<file path="src/rtl/core/a85_pkg.sv">
// ----------------------------------------------------------------------------
// a85_pkg
// Shared types and constants of the ASCII85 stream encoder.
// ----------------------------------------------------------------------------
package a85_pkg;

	localparam logic [7:0] CHAR_OFFSET  = 8'h21;
	localparam logic [7:0] CHAR_ZERO    = 8'h7A;
	localparam logic [7:0] CHAR_TILDE   = 8'h7E;
	localparam logic [7:0] CHAR_GT      = 8'h3E;
	localparam logic [7:0] CHAR_NEWLINE = 8'h0A;

	localparam int unsigned DIGITS = 5;
	localparam int unsigned CHARS  = 8;

	// x / 85 == (x * DIV85_MAGIC) >> DIV85_SHIFT for any 32-bit x
	localparam logic [31:0] DIV85_MAGIC = 32'hC0C0C0C1;
	localparam int unsigned DIV85_SHIFT = 38;

	typedef logic [6:0] digit_t;

	typedef struct packed {
		logic [31:0] word;
		logic        last;
		logic        zero;
	} grp_t;

	typedef struct packed {
		digit_t [DIGITS-1:0] dig;
		logic                last;
		logic                zero;
	} dig_t;

endpackage

</file>
<file path="src/rtl/core/a85_gather.sv">
// ----------------------------------------------------------------------------
// a85_gather
// Collects input bytes into big-endian groups of four and hands each closed
// group, zero-padded when closed early by the last byte, to the converter.
// ----------------------------------------------------------------------------
module a85_gather (
	input  logic          clk,
	input  logic          arst_n,
	input  logic          s_tvalid,
	output logic          s_tready,
	input  logic [7:0]    s_tdata,   // [7:0] data_byte
	input  logic          s_tlast,   // last_byte
	output a85_pkg::grp_t grp,
	output logic          grp_vld,
	input  logic          grp_take
);

	logic [2:0][7:0] byte_q;
	logic [1:0]      fill_q;
	logic            grp_vld_q;
	a85_pkg::grp_t   grp_q;
	logic            beat;
	logic            close;
	logic [3:0][7:0] g;

	assign s_tready = !grp_vld_q || grp_take;
	assign beat     = s_tvalid && s_tready;
	assign close    = s_tlast || (fill_q == 2'd3);

	always_comb begin
		for (int i = 0; i < 4; i++) begin
			if (i < int'(fill_q)) begin
				g[i] = byte_q[i];
			end else if (i == int'(fill_q)) begin
				g[i] = s_tdata;
			end else begin
				g[i] = 8'd0;
			end
		end
	end

	always_ff @(posedge clk or negedge arst_n) begin
		if (!arst_n) begin
			fill_q    <= 2'd0;
			grp_vld_q <= 1'b0;
		end else begin
			if (grp_take) begin
				grp_vld_q <= 1'b0;
			end
			if (beat) begin
				if (close) begin
					fill_q    <= 2'd0;
					grp_vld_q <= 1'b1;
				end else begin
					fill_q <= fill_q + 2'd1;
				end
			end
		end
	end

	always_ff @(posedge clk) begin
		if (beat) begin
			if (close) begin
				grp_q.word <= {g[0], g[1], g[2], g[3]};
				grp_q.last <= s_tlast;
				grp_q.zero <= !s_tlast && ({g[0], g[1], g[2], g[3]} == 32'd0);
			end else begin
				byte_q[fill_q] <= s_tdata;
			end
		end
	end

	assign grp     = grp_q;
	assign grp_vld = grp_vld_q;

endmodule

</file>
<file path="config.mk">
export PLATFORM = sky130hd
export DESIGN_NAME = a85_gather
export DESIGN_NICKNAME = d
export VERILOG_FILES = /design/src/rtl/core/a85_pkg.sv /design/src/rtl/core/a85_gather.sv
export SDC_FILE = /design/constraint.sdc
export NUM_CORES = 1
export LEC_CHECK = 0
export ABC_AREA = 1
export BUFFER_PORTS_ARGS = -buffer_cell sky130_fd_sc_hd__buf_2
export CELL_PAD_IN_SITES_DETAIL_PLACEMENT = 0
export CELL_PAD_IN_SITES_GLOBAL_PLACEMENT = 2
export CORE_AREA = 2 2 90 92
export CTS_BUF_LIST = sky130_fd_sc_hd__clkbuf_4 sky130_fd_sc_hd__clkbuf_8 sky130_fd_sc_hd__clkbuf_16
export DETAILED_ROUTE_END_ITERATION = 16
export DIE_AREA = 0 0 92 94
export PLACE_DENSITY_LB_ADDON = 0.1
export SETUP_SLACK_MARGIN = 0.2
export SLEW_MARGIN = 20
export SYNTH_ARGS = -nofsm -noshare
export SYNTH_HDL_FRONTEND = slang
export SYNTH_SLANG_ARGS = --single-unit
</file>
<file path="constraint.sdc">
create_clock -name clk -period 3.04 [get_ports clk]
set_input_delay 0.76 -clock clk [delete_from_list [all_inputs] [get_ports clk]]
set_output_delay 0.76 -clock clk [all_outputs]
set_load 0.1 [all_outputs]
</file>
==> flow_metrics.env <==
export IMPL_start_kind="register"
export IMPL_gr_max_usage_layer="met2"
export IMPL_grt_max_degree=35
export IMPL_via_per_inst=4.19
export IMPL_status="completed"
export IMPL_io_pins=49
export IMPL_hold_buffers=0
export IMPL_ff2ff_setup_slack_ns=0.70
export IMPL_p_comb_frac=0.297
export IMPL_cp_required_ns=3.00
export IMPL_vias=1684
export IMPL_synthCells=243
export IMPL_skew_ns=0.00559
export IMPL_drtAntennaViolNets=0
export IMPL_syn_nets=261
export IMPL_die_area_sq_um=8650
export IMPL_final_nets=315
export IMPL_area_delta_synth_final_pct=20.3
export IMPL_worst_path_most_repeated_cell="nor2_1"
export IMPL_multi_input_area_sq_um=597
export IMPL_postCtsSetupBuffers=0
export IMPL_wl_per_cell_um=13.4
export IMPL_die_y_um=94
export IMPL_max_stage_delay_ns=0.52
export IMPL_setup_violations_final=0
export IMPL_post_route_period_util=0.769
export IMPL_drt_first_pass_iters=4
export IMPL_synth_top_area_share=0.667
export IMPL_crit_fanout=11
export IMPL_seqPwrFrac=0.433
export IMPL_grtUsageTotal=0.137
export IMPL_power_switching_uw=896
export IMPL_r2r_start="fill_q[1]"
export IMPL_coreArea_sq_um=7610
export IMPL_yosysSeqAreaShare=0.695
export IMPL_hold_class="in -> async"
export IMPL_cp_end_kind="register"
export IMPL_p_sw_frac=0.370
export IMPL_final_max_slew_viol_count=0
export IMPL_maxCapViolCount=0
export IMPL_yosysWarningCount=0
export IMPL_fin_crit_ns=2.34
export IMPL_final_core_util=0.413
export IMPL_ys_seq_elements=61
export IMPL_io_buffer_count=48
export IMPL_drive_above_1_share=0.237
export IMPL_crit_path_end="byte_q[7]"
export IMPL_fmax_mhz=428
export IMPL_worstMarginPinSlew_ns=0.618
export IMPL_place_gp_congestion=0.719
export IMPL_power_leakage_nw=1.52
export IMPL_synthesis_area_sq_um=2610
export IMPL_r2r_end="byte_q[7]"
export IMPL_route_detailed_drc=0
export IMPL_drtIter0Drc=54
export IMPL_grt_overflow_total=0
export IMPL_met2_usage=0.204
export IMPL_start_util=0.343
export IMPL_rsz0062_at_grt="false"
export IMPL_clkPwrFrac=0.270
export IMPL_clock_sinks=61
export IMPL_ys_types=18
export IMPL_grt_pass1_vias=1570
export IMPL_slew_headroom=0.586
export IMPL_fin_cells=402
export IMPL_cts_tree="built"
export IMPL_cp_cell_sequence="ha_1, nor2_1, nand2_1, nor2_1"
export IMPL_synthTopCellsByArea="edfxtp_1 (67%), nand2_1 (13%), inv_1 (6.0%), dfrtp_1 (2.9%), ha_1 (2.4%)"
export IMPL_p_int_mw=1.53
export IMPL_crit_arrival_ns=2.30
export IMPL_crit_type="reg -> reg"
export IMPL_dp_cells=388
export IMPL_fp_dieW_um=92
export IMPL_path_clk_slew_ns=0.06
export IMPL_grt_met3_usage=0.0305
export IMPL_crit_start="fill_q[1]"
export IMPL_hold_viol=0
export IMPL_slowest_stage="dfrtp_1"
export IMPL_h_tree_depth=3
export IMPL_rows=32
export IMPL_ctsRootBufferMaster="clkbuf_8"
export IMPL_postRouteWirelength_mm=5.38
export IMPL_insertion_delay_ns=0.33
export IMPL_antenna_found_initial=0
export IMPL_seq_area_sq_um=1820
export IMPL_post_cts_resized=0
export IMPL_grt_pass1_wl_mm=8.57
export IMPL_max_vdd_ir_drop_mv=0.437
export IMPL_synth_avg_cell_area_sq_um=10.8
export IMPL_setup_tns_ns=0
export IMPL_powerDensity_nw_per_um2=772
export IMPL_synth_top_area_cell="edfxtp_1"
export IMPL_cts_inserted_buffers=9
export IMPL_use_met1=0.190
export IMPL_dpl_hpwl_mm=3.59
export IMPL_diodes=0
export IMPL_reg2reg_depth=4
export IMPL_fillers=776
export IMPL_clock_path_buffers=2
how the worst min path moves through the flow:
stage	start	end	slack (ns)	cells past startpoint
2_1_floorplan	arst_n	fill_q[0]	0.46	0
3_3_place_gp	byte_q[6]	grp[32]	0.53	2
3_5_place_dp	grp_vld	grp_vld	0.52	2
4_1_cts	arst_n	grp_vld	0.21	1
5_1_grt	arst_n	grp_vld	0.22	1
6_report	arst_n	grp_vld	0.23	1
Yosys cell counts:
library cell / number
nand2_1: 89
edfxtp_1: 58
inv_1: 42
nor2_1: 15
nand3_1: 7
o21ai_0: 7
ha_1: 5
buf_2: 3
dfrtp_1: 3
buf_6: 2
nand2_2: 2
nand3_2: 2
nor2_2: 2
o21ai_1: 2
clkbuf_1: 1
inv_2: 1
inv_4: 1
o21ai_2: 1
logic make-up after synthesis:
kind of cell	share of synthesized area
DFF	0.695
and+or+nand+nor	0.180
AOI/OAI and AO/OA	0.0206
buffers and inverters	0.0800
adders and majority gates	0.0239
layout by cell type, fill, tap and decap left out:
master,instances
nor2_4,1
buf_12,1
o21ai_1,2
clkbuf_8,9
inv_2,1
o21ai_2,1
nand2_1,88
nand3_1,7
bufinv_16,1
clkinv_1,3
o21ai_0,7
edfxtp_1,58
nand2_2,3
inv_1,42
nand3_2,2
dfrtp_1,3
inv_4,1
nor2_1,14
buf_2,48
clkbuf_4,1
nor2_2,2
ha_1,5
routing by layer:
metal | vias to the layer above | wire length (um) | share of wire
met5 | - | 0 | 0
li1 | 872 | - | -
met4 | 0 | 98 | 0.018
met3 | 9 | 254 | 0.047
met1 | 759 | 2650 | 0.49
met2 | 44 | 2380 | 0.44
power groups by stage:
stage	Combinational, mW	Sequential [mW]	Clock, mW
global placement	0.735	1.07	0
floorplan	0.293	1.38	0
global route	0.791	1.06	0.715
detailed placement	0.733	1.07	0
CTS	0.735	1.05	0.685
finish	0.720	1.05	0.655
cell type report:
| type | count | area share |
|---|---|---|
| inverter | 44 | 0.0534 |
| sequential | 61 | 0.578 |
| timing repair buffer | 49 | 0.0828 |
| clock buffer | 10 | 0.0418 |
| multi-input combinational | 132 | 0.190 |
| clock inverter | 4 | 0.0131 |
| tap | 102 | 0.0406 |
worst max-delay path, delay by kind of cell (launching register included):
kind / cells / cell delay (ns)
simple gates: 3 / 1.08
fa+ha+maj: 1 / 0.38
flops: 1 / 0.52
flip-flops by register name (all words and copies together) (netlist names):
register	count
grp_vld	1
grp	34
fill_q	2
byte_q	24
metrics by stage:
step	cell area, sq um	hold WS, ns	total power [mW]	worst slack, ns
after floorplan	2620	0.464	1.67	0.512
after global placement	2970	0.526	1.80	0.769
after detailed placement	2970	0.519	1.80	0.661
after global routing	3140	0.217	2.56	0.458
after CTS	3140	0.213	2.47	0.648
final	3140	0.229	2.42	0.702
Power figures use the tool's default switching activity.
