### src/rtl/core/a85_pkg.sv
// ----------------------------------------------------------------------------
// a85_pkg
// Shared types and constants of the ASCII85 stream encoder.
// ----------------------------------------------------------------------------
package a85_pkg;

	localparam logic [7:0] CHAR_OFFSET  = 8'h21;
	localparam logic [7:0] CHAR_ZERO    = 8'h7A;
	localparam logic [7:0] CHAR_TILDE   = 8'h7E;
	localparam logic [7:0] CHAR_GT      = 8'h3E;
	localparam logic [7:0] CHAR_NEWLINE = 8'h0A;

	localparam int unsigned DIGITS = 5;
	localparam int unsigned CHARS  = 8;

	// x / 85 == (x * DIV85_MAGIC) >> DIV85_SHIFT for any 32-bit x
	localparam logic [31:0] DIV85_MAGIC = 32'hC0C0C0C1;
	localparam int unsigned DIV85_SHIFT = 38;

	typedef logic [6:0] digit_t;

	typedef struct packed {
		logic [31:0] word;
		logic        last;
		logic        zero;
	} grp_t;

	typedef struct packed {
		digit_t [DIGITS-1:0] dig;
		logic                last;
		logic                zero;
	} dig_t;

endpackage

### src/rtl/core/a85_emit.sv
// ----------------------------------------------------------------------------
// a85_emit
// Turns a converted group into its characters and shifts them out one per
// beat, marking the final character of the group.
// ----------------------------------------------------------------------------
module a85_emit (
	input  logic          clk,
	input  logic          arst_n,
	input  a85_pkg::dig_t dig,
	input  logic          dig_vld,
	output logic          dig_take,
	output logic          m_tvalid,
	input  logic          m_tready,
	output logic [7:0]    m_tdata,   // [7:0] out_char
	output logic          m_tlast    // last_char
);

	logic [a85_pkg::CHARS-1:0][7:0] ch_q;
	logic [3:0]                     n_q;
	logic                           beat;

	assign m_tvalid = (n_q != 4'd0);
	assign m_tlast  = (n_q == 4'd1);
	assign m_tdata  = ch_q[0];
	assign beat     = m_tvalid && m_tready;
	assign dig_take = dig_vld && (!m_tvalid || (beat && m_tlast));

	always_ff @(posedge clk or negedge arst_n) begin
		if (!arst_n) begin
			n_q <= 4'd0;
		end else if (dig_take) begin
			if (dig.zero) begin
				n_q <= 4'd1;
			end else if (dig.last) begin
				n_q <= 4'(a85_pkg::CHARS);
			end else begin
				n_q <= 4'(a85_pkg::DIGITS);
			end
		end else if (beat) begin
			n_q <= n_q - 4'd1;
		end
	end

	always_ff @(posedge clk) begin
		if (dig_take) begin
			if (dig.zero) begin
				ch_q[0] <= a85_pkg::CHAR_ZERO;
			end else begin
				for (int i = 0; i < int'(a85_pkg::DIGITS); i++) begin
					ch_q[i] <= {1'b0, dig.dig[i]} + a85_pkg::CHAR_OFFSET;
				end
				ch_q[5] <= a85_pkg::CHAR_TILDE;
				ch_q[6] <= a85_pkg::CHAR_GT;
				ch_q[7] <= a85_pkg::CHAR_NEWLINE;
			end
		end else if (beat) begin
			for (int i = 0; i < int'(a85_pkg::CHARS) - 1; i++) begin
				ch_q[i] <= ch_q[i+1];
			end
		end
	end

endmodule
### config.mk
export PLATFORM = sky130hd
export DESIGN_NAME = a85_emit
export DESIGN_NICKNAME = d
export VERILOG_FILES = /design/src/rtl/core/a85_pkg.sv /design/src/rtl/core/a85_emit.sv
export SDC_FILE = /design/constraint.sdc
export NUM_CORES = 1
export LEC_CHECK = 0
export BUFFER_PORTS_ARGS = -buffer_cell sky130_fd_sc_hd__buf_4
export CORE_MARGIN = 5
export CORE_UTILIZATION = 40
export CTS_BUF_LIST = sky130_fd_sc_hd__clkbuf_8
export DETAILED_ROUTE_END_ITERATION = 8
export PLACE_DENSITY_LB_ADDON = 0.15
export SYNTH_ARGS = -nofsm -noshare
export SYNTH_HDL_FRONTEND = slang
export SYNTH_SLANG_ARGS = --single-unit
### constraint.sdc
create_clock -name clk -period 4.5 [get_ports clk]
set_input_delay 0.225 -clock clk [delete_from_list [all_inputs] [get_ports clk]]
set_output_delay 0.225 -clock clk [all_outputs]
set_load 0.02 [all_outputs]
==> results of run 1 <==
-- sequential cells by signal, indices dropped and copies added, names as in the netlist --
register / cells
n_q: 4
m_tdata: 8
ch_q: 35
-- cell type report --
cell class	instances	area, um2	share of cell area, %
well taps	75	93.8	3.14
repair buffers	54	408	13.7
clock buffers	5	68.8	2.30
inverters	9	33.8	1.13
clock inverters	3	16.3	0.545
multi-input cells	163	975	32.6
flip-flops and latches	47	1390	46.6
-- placed cells by master (no fill, tap or decap), drive strengths merged, types with 2 or more instances in the layout --
master  Yosys  final
a21oi      10     10
nand2      43     43
o31ai       3      3
inv         9     10
nor2       12     12
a41oi       5      5
clkbuf      1      5
xnor2      11     11
nand2b      3      3
buf        15     53
o21ai      29     29
xor2       15     15
ha          7      7
mux2i       2      2
edfxtp     43     43
and3        2      2
nand3      10     10
dfrtp       4      4
-- per-stage QoR --
stage               instance area [um2]  std cells
floorplan                          2500        235
global placement                   2890        347
detailed placement                 2890        347
CTS                                2990        356
global route                       2990        356
finish                             2990        356
-- per-layer routing --
metal,global-route usage [%],vias to the layer above,wire [um]
li1,-,911,-
met1,16.6,822,2110
met2,20.6,66,2270
met3,3.69,6,395
met4,5.55,0,74
met5,0,-,0
-- critical path, delay by kind of cell, from the launching register on --
kind	cells	cell delay, ns
fa+ha+maj	1	0.23
compound gates	1	0.05
flops	1	0.42
buf+inv	3	0.94
simple gates	1	0.74
-- cell families (layout without fill, tap and decap cells) --
group	after synthesis	after routing	share of synthesized area, %
AO/OA/AOI/OAI	53	53	12.4
multiplexers	2	2	0.802
adder cells (fa/ha/maj)	7	7	3.51
XOR/XNOR	26	26	9.12
flip-flops	47	47	55.7
buffers and inverters	25	71	5.41
AND/OR/NAND/NOR	75	75	13.0
-- report_power, final --
part           internal, mW  leakage, nW  switching (mW)
combinational         0.200        0.712           0.290
clock                 0.106       0.0453           0.136
sequential            0.704        0.459          0.0560
-- path summary, 6_finish.rpt --
kind | start | endpoint | slack (ns) | depth (start not counted)
setup reg to reg | n_q[0]$_DFFE_PN0P_ | ch_q[18]$_DFFE_PP_ | 1.83 | 6
max in group asynchronous | arst_n | n_q[3]$_DFFE_PN0P_ | 4.12 | 2
min in group asynchronous | arst_n | n_q[2]$_DFFE_PN0P_ | 0.27 | 2
hold / removal | m_tready | n_q[3]$_DFFE_PN0P_ | 0.21 | 2
setup / recovery | n_q[0]$_DFFE_PN0P_ | dig_take | 1.59 | 6
hold reg to reg | ch_q[52]$_DFFE_PP_ | ch_q[45]$_SDFFCE_PP1P_ | 0.51 | 1
==> results.sh, run 1 <==
export IMPL_status="completed"
export IMPL_required_ns=4.28
export IMPL_holdCritPathClass="in -> reg"
export IMPL_dp_slack_ns=1.79
export IMPL_cp_start_kind="register"
export IMPL_wire_per_inst_um=13.6
export IMPL_dr_first_iter_drc_count=123
export IMPL_synthTopCellsByCount="43 x edfxtp_1, 43 x nand2_1, 28 x o21ai_0"
export IMPL_gp_congestion=0.877
export IMPL_grt_pass1_vias=1717
export IMPL_drtPass1Iterations=4
export IMPL_syn_nets=283
export IMPL_syn_area_um2=2500
export IMPL_final_util_pct=49.9
export IMPL_worst_slew_pin_slew_ns=0.985
export IMPL_die_area_um2=7920
export IMPL_synth_cells=235
export IMPL_vias_per_cell=5.07
export IMPL_whs_ns=0.211
export IMPL_ys_flop_type="edfxtp_1"
export IMPL_ys_seq_area_share_pct=55.7
export IMPL_yosys_cell_types_count=32
export IMPL_relSlewSlack_pct=34.1
export IMPL_cpPeakStageDelay_ns=0.74
export IMPL_synth_top_cell_by_area="edfxtp_1"
export IMPL_diodes=0
export IMPL_finalSetupViolations=0
export IMPL_post_cts_resized=0
export IMPL_drt_antenna_violating_nets=0
export IMPL_final_hold_viol_count=0
export IMPL_cts_setup_buffers=0
export IMPL_ys_warn_count=0
export IMPL_clock_skew_ns=0.00855
export IMPL_p_leak_nw=1.22
export IMPL_area_growth_pct=19.6
export IMPL_slew_violations=0
export IMPL_die_w_um=89.0
export IMPL_crit_slowest_cell="nand3b_1"
export IMPL_synth_edf_count=43
export IMPL_insertion_delay_ns=0.29
export IMPL_rows=28
export IMPL_hpwlAfterDp_um=3600
export IMPL_synth_area_leaders="edfxtp_1 52%, nand2_1 6.5%, o21ai_0 5.6%"
export IMPL_setup_tns_ns=0
export IMPL_grt_pass1_wl_um=7820
export IMPL_grt_use_total_pct=13.0
export IMPL_period_share_pct=64.7
export IMPL_cap_violations=0
export IMPL_arrival_ns=2.69
export IMPL_wl_um=4860
export IMPL_cts_clk_slew_worst_paths_ns=0.08
export IMPL_cts_root_buf="clkbuf_8"
export IMPL_setup_worst_path_class="reg -> out"
export IMPL_p_total_mw=1.49
export IMPL_drc=0
export IMPL_nFillCells=569
export IMPL_gr_total_overflow=0
export IMPL_end_kind="output pin"
export IMPL_power_density_nw_per_um2=500
export IMPL_finalNetCount=328
export IMPL_die_h_um=89.0
export IMPL_numCtsBuffers=5
export IMPL_irDropWorstVdd_mv=0.183
export IMPL_layout_drive_gt1_share_pct=22.8
export IMPL_yosys_register_bits=47
export IMPL_grt_max_degree=36
export IMPL_synth_top_area_share_pct=51.7
export IMPL_start_util_pct=41.7
export IMPL_coreArea_um2=5990
export IMPL_rsz0062_at_grt="false"
export IMPL_worst_slack_ns=1.59
export IMPL_syn_area_per_cell_um2=10.6
export IMPL_boundaryPins=52
export IMPL_via_count=1805
export IMPL_clock_path_buffers=2
export IMPL_cts_max_level=2
export IMPL_synthArstFlopShare_pct=8.51
export IMPL_portBuffers=51
export IMPL_cp_cell_sequence="inv_1 > ha_1 > a21oi_1 > nand3b_1 > inv_2 > buf_4"
export IMPL_hold_buffers=1
export IMPL_antenna_found_initial=0
export IMPL_cts_tree="yes"
export IMPL_cts_sinks=47
export IMPL_min_period_ns=2.91
export IMPL_max_freq_mhz=344
export IMPL_path_max_fanout=30
Power figures use the tool's default switching activity.
==> run 2: changes to the inputs <==
- ABC_AREA: unset -> 1
- clock period: 4.5 -> 2.95 ns (I/O delays scaled with it)
==> results.sh, run 2 <==
export IMPL_ys_seq_area_share_pct=52.6
export IMPL_synth_area_leaders="edfxtp_1 49%, nand2_1 15%, nand3_1 5.7%"
export IMPL_synthTopCellsByCount="104 x nand2_1, 43 x edfxtp_1, 30 x nand3_1"
export IMPL_crit_slowest_cell="dfrtp_1"
export IMPL_cts_sinks=47
export IMPL_max_freq_mhz=493
export IMPL_layout_drive_gt1_share_pct=19.4
export IMPL_setup_worst_path_class="reg -> out"
export IMPL_irDropWorstVdd_mv=0.477
export IMPL_cts_max_level=2
export IMPL_cts_tree="yes"
export IMPL_clock_path_buffers=2
export IMPL_cap_violations=0
export IMPL_cp_cell_sequence="inv_1 > ha_1 > nand3_1 > nand2_2 > buf_4 > buf_4"
export IMPL_grt_pass1_wl_um=8500
export IMPL_reg2regPathDepth=7
export IMPL_gr_total_overflow=0
export IMPL_drc=0
export IMPL_portBuffers=51
export IMPL_syn_area_per_cell_um2=8.88
export IMPL_syn_nets=346
export IMPL_die_h_um=91.3
export IMPL_path_max_fanout=27
export IMPL_slew_violations=0
export IMPL_die_w_um=91.3
export IMPL_top_register="ch_q"
export IMPL_grt_use_total_pct=12.5
export IMPL_rr_endpoint="ch_q[46]$_SDFFCE_PP1P_"
export IMPL_p_leak_nw=1.47
export IMPL_grt_max_degree=45
export IMPL_holdCritPathClass="in -> reg"
export IMPL_synth_edf_count=43
export IMPL_min_period_ns=2.03
export IMPL_layout_commonest_cell="nand2_1"
export IMPL_crit_family="buffers and inverters"
export IMPL_gp_congestion=0.781
export IMPL_cts_setup_buffers=0
export IMPL_coreArea_um2=6390
export IMPL_yosys_register_bits=47
export IMPL_cpMostUsedCell="buf_4"
export IMPL_start_util_pct=41.4
export IMPL_cp_start_kind="register"
export IMPL_antenna_found_initial=0
export IMPL_p_total_mw=2.86
export IMPL_drt_antenna_violating_nets=0
export IMPL_r2r_slack_ns=0.93
export IMPL_wire_per_inst_um=11.8
export IMPL_ys_warn_count=0
export IMPL_crit_cells=6
export IMPL_finalNetCount=392
export IMPL_synth_most_common_cell="nand2_1"
export IMPL_dr_first_iter_drc_count=79
export IMPL_synth_cells=298
export IMPL_power_density_nw_per_um2=907
export IMPL_synth_top_cell_by_area="edfxtp_1"
export IMPL_die_area_um2=8340
export IMPL_cp_buffers_inverters=3
export IMPL_crit_end="dig_take"
export IMPL_vias_per_cell=4.70
export IMPL_end_kind="output pin"
export IMPL_status="completed"
export IMPL_r2r_start="n_q[0]$_DFFE_PN0P_"
export IMPL_insertion_delay_ns=0.30
export IMPL_largest_reg_flops=35
export IMPL_synthArstFlopShare_pct=8.51
export IMPL_wl_um=4960
export IMPL_synth_top_area_share_pct=48.8
export IMPL_syn_area_um2=2650
export IMPL_yosys_cell_types_count=25
export IMPL_worst_slew_pin_slew_ns=0.660
export IMPL_rows=29
export IMPL_boundaryPins=52
export IMPL_rsz0062_at_grt="false"
export IMPL_area_growth_pct=19.3
export IMPL_period_share_pct=68.8
export IMPL_arrival_ns=1.88
export IMPL_diodes=0
export IMPL_numCtsBuffers=5
export IMPL_final_hold_viol_count=0
export IMPL_cpPeakStageDelay_ns=0.41
export IMPL_crit_start="n_q[0]$_DFFE_PN0P_"
export IMPL_clock_skew_ns=0.00935
export IMPL_ys_flop_type="edfxtp_1"
export IMPL_required_ns=2.80
export IMPL_finalSetupViolations=0
export IMPL_setup_tns_ns=0
export IMPL_via_count=1985
export IMPL_grt_pass1_vias=1962
export IMPL_hpwlAfterDp_um=3720
export IMPL_cts_root_buf="clkbuf_8"
export IMPL_relSlewSlack_pct=56.0
export IMPL_drtPass1Iterations=4
export IMPL_nFillCells=630
export IMPL_cts_clk_slew_worst_paths_ns=0.09
export IMPL_final_cell_mix="104 x nand2_1, 53 x buf_4, 43 x edfxtp_1"
[run 2: per-stage QoR]
step	hold WS, ns	area (um2)	setup slack, ns	std cells	util (%)
floorplan	-0.148	2650	0.743	298	-
global placement	-0.0543	3010	0.987	413	47.1
detailed placement	-0.0555	3010	0.936	413	47.1
CTS	0.133	3150	0.910	422	49.4
global route	0.137	3150	0.751	422	49.4
finish	0.139	3150	0.921	422	49.4
[run 2: final cells by class]
type | count | area [um2] | area share [%]
clock buffers | 5 | 68.8 | 2.18
multi-input cells | 210 | 1020 | 32.5
flip-flops and latches | 47 | 1390 | 44.1
clock inverters | 3 | 67.6 | 2.14
well taps | 77 | 96.3 | 3.05
inverters | 26 | 97.6 | 3.09
repair buffers | 54 | 408 | 12.9
[run 2: where the power goes]
group,internal [mW],total (mW),switching [mW]
sequential,1.20,1.29,0.0936
combinational,0.379,1.01,0.628
clock,0.338,0.560,0.222
[run 2: per-layer routing]
metal	wire (um)	vias to the layer above	global-route usage [%]
met2	2440	42	22.5
met1	2150	872	14.2
met3	300	7	3.80
met4	67	0	3.67
li1	-	1064	-
met5	0	-	0
[run 2: how the worst min path moves through the flow]
stage	from	to	depth (start not counted)	slack, ns
6_report	dig[30]	ch_q[32]$_SDFFCE_PN0P_	2	0.14
2_1_floorplan	arst_n	n_q[0]$_DFFE_PN0P_	0	-0.15
4_1_cts	dig[30]	ch_q[32]$_SDFFCE_PN0P_	2	0.13
3_5_place_dp	arst_n	n_q[2]$_DFFE_PN0P_	1	-0.06
5_1_grt	dig[30]	ch_q[32]$_SDFFCE_PN0P_	2	0.14
3_3_place_gp	arst_n	n_q[1]$_DFFE_PN0P_	1	-0.05
[run 2: timing repair]
action                                  4_1_cts  5_1_grt
endpoints found under the hold margin         4        0
resized for setup                             0        0
endpoints found under the setup margin        0        0
hold buffers                                  1        0
[run 2: cell families after synthesis]
logic type | synth area share (%)
and+or+nand+nor | 25.9
DFF | 52.6
buffers and inverters | 8.66
AOI/OAI and AO/OA | 5.25
xor gates and xnor gates | 4.30
adders and majority gates | 3.31
==> run 3: changes to the inputs <==
- clock period: 2.95 -> 1.7 ns (I/O delays scaled with it)
==> results.sh, run 3 (synthesis gave the netlist of run 2 again) <==
export IMPL_status="completed"
export IMPL_grt_pass1_wl_um=9290
export IMPL_min_period_ns=1.64
export IMPL_fin_area_um2=3350
export IMPL_cap_violations=0
export IMPL_crit_family="flip-flops"
export IMPL_p_total_mw=5.28
export IMPL_holdCritPathClass="in -> reg"
export IMPL_slew_violations=0
export IMPL_gr_total_overflow=0
export IMPL_placed_cell_area_um2=3120
export IMPL_grt_max_degree=23
export IMPL_vias_per_cell=4.82
export IMPL_drt_antenna_violating_nets=0
export IMPL_hpwlAfterDp_um=4090
export IMPL_die_h_um=91.3
export IMPL_fin_cells=435
export IMPL_whs_ns=0.0888
export IMPL_numCtsBuffers=5
export IMPL_cts_root_buf="clkbuf_8"
export IMPL_cts_sinks=47
export IMPL_cts_tree="yes"
export IMPL_irDropWorstVdd_mv=0.666
export IMPL_layout_drive_gt1_share_pct=24.3
export IMPL_arrival_ns=1.68
export IMPL_finalSetupViolations=0
export IMPL_p_leak_nw=1.55
export IMPL_die_area_um2=8340
export IMPL_worst_slew_pin_slew_ns=0.265
export IMPL_power_density_nw_per_um2=1570
export IMPL_finalNetCount=405
export IMPL_layout_commonest_cell="nand2_1"
export IMPL_required_ns=1.74
export IMPL_antenna_found_initial=0
export IMPL_end_kind="register"
export IMPL_cp_buffers_inverters=3
export IMPL_final_util_pct=52.5
export IMPL_dr_first_iter_drc_count=53
export IMPL_coreArea_um2=6390
export IMPL_setup_tns_ns=0
export IMPL_top_register="ch_q"
export IMPL_final_hold_viol_count=0
export IMPL_relSlewSlack_pct=82.3
export IMPL_gp_congestion=0.792
export IMPL_nFillCells=605
export IMPL_via_count=2095
export IMPL_clock_path_buffers=2
export IMPL_max_freq_mhz=611
export IMPL_cts_clk_slew_worst_paths_ns=0.09
export IMPL_insertion_delay_ns=0.30
export IMPL_cp_cell_sequence="inv_1 > ha_4 > nand3_4 > nand2_8 > inv_2 > buf_4 > nand2_1 > o21ai_0"
export IMPL_final_cell_mix="102 x nand2_1, 61 x buf_4, 43 x edfxtp_1"
export IMPL_cts_max_level=2
export IMPL_setup_worst_path_class="reg -> reg"
export IMPL_start_util_pct=41.4
export IMPL_clock_skew_ns=0.00547
export IMPL_period_share_pct=96.3
export IMPL_boundaryPins=52
export IMPL_wl_um=5530
export IMPL_grt_pass1_vias=2119
export IMPL_cpPeakStageDelay_ns=0.41
export IMPL_wire_per_inst_um=12.7
export IMPL_dpl_cell_count=423
export IMPL_cp_start_kind="register"
export IMPL_grt_use_total_pct=13.6
export IMPL_drtPass1Iterations=4
export IMPL_drc=0
export IMPL_die_w_um=91.3
export IMPL_path_max_fanout=14
export IMPL_portBuffers=51
export IMPL_diodes=0
export IMPL_crit_slowest_cell="dfrtp_1"
export IMPL_area_growth_pct=26.8
export IMPL_largest_reg_flops=35
export IMPL_dp_slack_ns=-0.122
export IMPL_rows=29
export IMPL_worst_slack_ns=0.0622
run 3: worst register-to-register path: stages, from the launching register on:
cell and delay [ns]:
dfrtp_1 0.41, inv_1 0.12, ha_4 0.17, nand3_4 0.12, nand2_8 0.13, inv_2 0.07, buf_4 0.18, nand2_1 0.08
o21ai_0 0.10
run 3: repair_timing:
item                                   CTS  global route
endpoints found under the hold margin    4             0
cloned                                   2             0
resized for setup                        6            11
pin swaps                                3             1
setup buffers                            1             0
setup endpoints to repair               40            60
hold buffers                             1             0
run 3: path summary, 6_finish.rpt:
path / from / to / slack [ns] / depth (start not counted)
min reg2reg: ch_q[52]$_DFFE_PP_ / ch_q[45]$_SDFFCE_PP1P_ / 0.51 / 1
max reg2reg: n_q[0]$_DFFE_PN0P_ / m_tdata[2]$_DFFE_PP_ / 0.06 / 8
max: n_q[0]$_DFFE_PN0P_ / m_tdata[2]$_DFFE_PP_ / 0.06 / 8
min: dig[33] / ch_q[35]$_SDFFCE_PN1P_ / 0.09 / 3
min in group asynchronous: arst_n / n_q[2]$_DFFE_PN0P_ / 0.10 / 2
max in group asynchronous: arst_n / n_q[0]$_DFFE_PN0P_ / 1.49 / 2
run 3: final cells by class:
type	instances	area [um2]	share of cell area (%)
Sequential cell	47	1390	41.5
Multi-Input combinational cell	212	1130	33.7
Timing Repair Buffer	65	528	15.7
Inverter	26	97.6	2.91
Tap cell	77	96.3	2.87
Clock buffer	5	68.8	2.05
Clock inverter	3	42.5	1.27
run 3: routing by layer:
layer	global-route usage, %	vias up	share of wire, %
li1	-	1095	-
met1	16.1	948	43
met2	24.1	47	51
met3	4.05	5	5.3
met4	3.67	0	0.96
met5	0	-	0
run 3: power breakdown:
group / internal (mW) / total [mW] / switching, mW / leakage [nW]
combinational: 0.927 / 2.22 / 1.30 / 1.03
clock: 0.439 / 0.819 / 0.380 / 0.0562
sequential: 2.08 / 2.24 / 0.160 / 0.463
